`config.mk`:
```
export PLATFORM = sky130hd
export DESIGN_NAME = kmsog_ram
export DESIGN_NICKNAME = d
export VERILOG_FILES = /design/src/kmsog_pkg.sv /design/src/kmsog_ram.sv
export SDC_FILE = /design/constraint.sdc
export NUM_CORES = 2
export LEC_CHECK = 0
export ABC_AREA = 0
export BUFFER_PORTS_ARGS = -buffer_cell sky130_fd_sc_hd__buf_2
export CAP_MARGIN = 25
export CORE_MARGIN = 8
export CORE_UTILIZATION = 55
export CTS_CLUSTER_SIZE = 40
export DETAILED_ROUTE_END_ITERATION = 8
export PLACE_DENSITY = 0.71
export SETUP_SLACK_MARGIN = 0.02
export SLEW_MARGIN = 20
export SYNTH_ARGS = -nofsm -noshare
export SYNTH_HDL_FRONTEND = slang
export SYNTH_SLANG_ARGS = --single-unit
```
`constraint.sdc`:
```
create_clock -name clk -period 4 [get_ports clk]
set_input_delay 1.2 -clock clk [delete_from_list [all_inputs] [get_ports clk]]
set_output_delay 1.2 -clock clk [all_outputs]
set_load 0.005 [all_outputs]
```
`src/kmsog_pkg.sv`:
```
package kmsog_pkg;

  localparam int GRID_DIM_DEF   = 256;
  localparam int KERNEL_MAX_DEF = 16;
  localparam int DATA_W         = 8;
  // signed width of a stamped grid position: row + kernel row - offset
  localparam int POS_W          = 10;

  localparam logic [1:0] FUNC_GRID_WR = 2'd0;
  localparam logic [1:0] FUNC_KERN_WR = 2'd1;
  localparam logic [1:0] FUNC_STAMP   = 2'd2;
  localparam logic [1:0] FUNC_GRID_RD = 2'd3;

  localparam logic [1:0] REG_KERNEL_ROWS = 2'd0;
  localparam logic [1:0] REG_KERNEL_COLS = 2'd1;
  localparam logic [1:0] REG_GRID_ROWS   = 2'd2;
  localparam logic [1:0] REG_GRID_COLS   = 2'd3;

  typedef enum logic [2:0] {
    ST_IDLE,
    ST_ACCESS,
    ST_RESP,
    ST_STAMP,
    ST_DRAIN
  } state_t;

endpackage

```
`src/kmsog_ram.sv`:
```
module kmsog_ram #(
  parameter int WIDTH = kmsog_pkg::DATA_W,
  parameter int DEPTH = kmsog_pkg::KERNEL_MAX_DEF * kmsog_pkg::KERNEL_MAX_DEF,
  localparam int AW = (DEPTH > 1) ? $clog2(DEPTH) : 1
) (
  input  logic             clk,
  input  logic             we,
  input  logic [AW-1:0]    waddr,
  input  logic [WIDTH-1:0] wdata,
  input  logic [AW-1:0]    raddr,
  output logic [WIDTH-1:0] rdata
);

  logic [WIDTH-1:0] mem [DEPTH];

  always_ff @(posedge clk) begin
    if (we) begin
      mem[waddr] <= wdata;
    end
    rdata <= mem[raddr];
  end

endmodule

```
==> flow_summary.yaml <==
floorplanning:
  die_w_um: 396
  initial_core_util: 0.554
  core_um2: 144000
  die_area_um2: 157000
  rows: 139
  die_height_um: 396
  ios: 34
hold_path:
  hold_class: "in -> reg"
timing:
  relSlewSlack: 0.266
  setup_viol: 0
  fmax_mhz: 302
  fin_worst_skew_ns: 0.0237
  finalCriticalPeriod_ns: 3.31
  grt_setup_unrepaired: "no"
  hold_viol: 0
  finalCritPeriodShare: 0.827
  worst_slew_pin_slew_ns: 1.10
  drv_slew: 0
clocking:
  htree_levels: 4
  clockBufferDepth: 3
  cts_resized: 0
  path_clk_slew_ns: 0.06
  cts_tree: "done"
  cts-root-buf: "clkbuf_16"
  clkLatencyLatePin_ns: 0.81
  clock_sinks: 2056
  cts_setup_buffers: 0
  hold_buffers: 0
  numCtsBuffers: 198
logic_synthesis:
  async_reset_ff_frac: 0
  synthesis.instances: 3733
  ys_warn_count: 0
  syn_area_per_cell_um2: 21.3
  seq_area_frac_synth: 0.775
  synth.distinct_cells: 55
  synth_flop_cell: "edfxtp_1"
  syn_area_um2: 79600
  synth_seq_cells: 2056
  synth_fp_nets: 3759
  synth-edff-count: 2048
worst_setup_path:
  crit_arrival_ns: 4.01
  max_stage_delay_ns: 0.90
  critPathMaxFanout: 19
  crit_required_ns: 4.70
  critPathLaunchType: "input pin"
  critPathKind: "in -> reg"
  critical_path.cell_chain: "buf_8, buf_12, buf_4, nor4b_1, a21oi_1, o211ai_1, a21oi_1, nor4_1, buf_4, nor4_2"
  crit_slowest_cell: "nor4b_1"
  endpoint_kind: "flop"
power_and_ir_drop:
  switching_share: 0.210
  p_int_mw: 34.9
  p_sw_mw: 9.29
  pwr-share-clk: 0.410
  p_seq_frac: 0.538
  p_leak_nw: 29.3
  p_per_area_nw_per_um2: 483
  ir_drop_mv: 0.447
  comb_power_share: 0.051
final_layout:
  drive_gt1_frac: 0.291
  nNetsFinal: 4272
  final_cell_count_no_fill: 6319
  multi_input_area_um2: 16500
  synthToLayoutAreaGrowth_pct: 15.0
  seqCellArea_um2: 61700
  final_cell_area_um2: 91500
  nFillCells: 9479
grt:
  grt_max_degree: 131
  grt_overflow: 0
  grt_pass1_wl_mm: 282
  grt_pass1_vias: 40741
  antenna_found_initial: 11
  grt_usage: 0.245
outcome:
  status: "finished, final reports clean"
placed_design:
  place_hpwl_mm: 123
  io_buffers: 33
  place_congestion: 0.875
  placed_area_um2: 85100
  placed_cells: 5949
drt:
  vias: 40734
  drc: 0
  detail-route-antenna-nets: 0
  first_pass_iters: 6
  wl_per_cell_um: 30.6
  vias_per_cell: 6.45
  drtIter0Drc: 5151
  routed_wl_mm: 193
flow_run:
  maxCapViolCount: 0
## sequential cells by signal (all words and copies together) (netlist names)
signal	cells
rdata	8
mem	2048
## critical path, delay by kind of cell
family          cells  cell delay [ns]
compound gates      3             0.49
buf+inv             4             0.77
simple gates        3             1.51
## power groups by stage
stage | sequential, mW | clock (mW) | combinational (mW)
2_1_floorplan | 24.2 | 0 | 1.15
3_3_place_gp | 24.2 | 0 | 2.23
4_1_cts | 23.8 | 18.4 | 2.28
3_5_place_dp | 24.3 | 0 | 2.26
6_report | 23.8 | 18.1 | 2.27
5_1_grt | 23.8 | 19.2 | 2.38
## synth_stat cells (24+ instances only)
cell type  instances  area [um^2]
nor4_1            24          150
a22oi_1          133          998
nand3_1           34          170
buf_2             31          155
edfxtp_1        2048        61500
clkbuf_1         111          417
mux4_2           454        10200
o22ai_1           28          175
nor2_1           282         1060
o221ai_1          46          403
mux2i_1          134         1340
buf_4             27          203
nor2b_1           31          194
a21oi_1           96          480
nand2_1           33          124
## layer usage
layer,global-route usage,vias up,share of wire
li1,-,16720,-
met1,0.349,21367,0.39
met2,0.394,2320,0.49
met3,0.0482,323,0.10
met4,0.0680,4,0.028
met5,0,-,0.00013
## cell usage in the layout (no fill, tap or decap), drive strengths merged, types with 16 or more instances in the layout
| master | count |
|---|---|
| edfxtp | 2048 |
| buf | 542 |
| mux4 | 456 |
| nor2 | 282 |
| clkbuf | 260 |
| mux2i | 134 |
| a22oi | 133 |
| a21oi | 96 |
| clkinv | 84 |
| o221ai | 47 |
| nand3 | 34 |
| nand2 | 33 |
| nor2b | 31 |
| o22ai | 28 |
| nor4 | 27 |
| nor3 | 22 |
| a211oi | 16 |
## layout make-up
cell class                 count  area share
clock buffer                 256      0.0581
tap                         1903      0.0260
clock inverter               106      0.0109
timing repair buffer         546      0.0504
inverter                       2   0.0000821
sequential                  2056       0.674
multi-input combinational   1442       0.180
antenna                        8    0.000219
## final timing paths
check	slack [ns]	cells after the start	end	from
setup / recovery	0.69	10	rdata[0]	raddr[1]
hold / removal	0.86	1	mem[82][2]	wdata[2]
setup reg to reg	1.37	6	rdata[5]	mem[211][5]
hold reg to reg	1.14	6	rdata[0]	mem[36][0]
## logic make-up (layout without fill, tap and decap cells)
kind of cell / count (synthesis) / after routing / share of synthesized area
buffers and inverters: 235 / 910 / 0.0183
flip-flops: 2056 / 2056 / 0.775
multiplexers: 591 / 591 / 0.146
AND/OR/NAND/NOR: 466 / 466 / 0.0263
AO/OA/AOI/OAI: 385 / 385 / 0.0342
other: 0 / 8 / 0
## per-stage QoR
step | worst slack, ns | power [mW] | hold slack [ns] | TNS (ns) | utilization
floorplan | 0.862 | 25.4 | 0.770 | 0 | -
global placement | -0.160 | 26.5 | 1.10 | -0.451 | 0.593
detailed placement | -0.173 | 26.5 | 1.13 | -0.420 | 0.593
CTS | 0.691 | 44.4 | 0.840 | 0 | 0.637
global route | 0.645 | 45.3 | 0.854 | 0 | 0.637
finish | 0.694 | 44.2 | 0.856 | 0 | 0.637
Power figures use the tool's default switching activity.
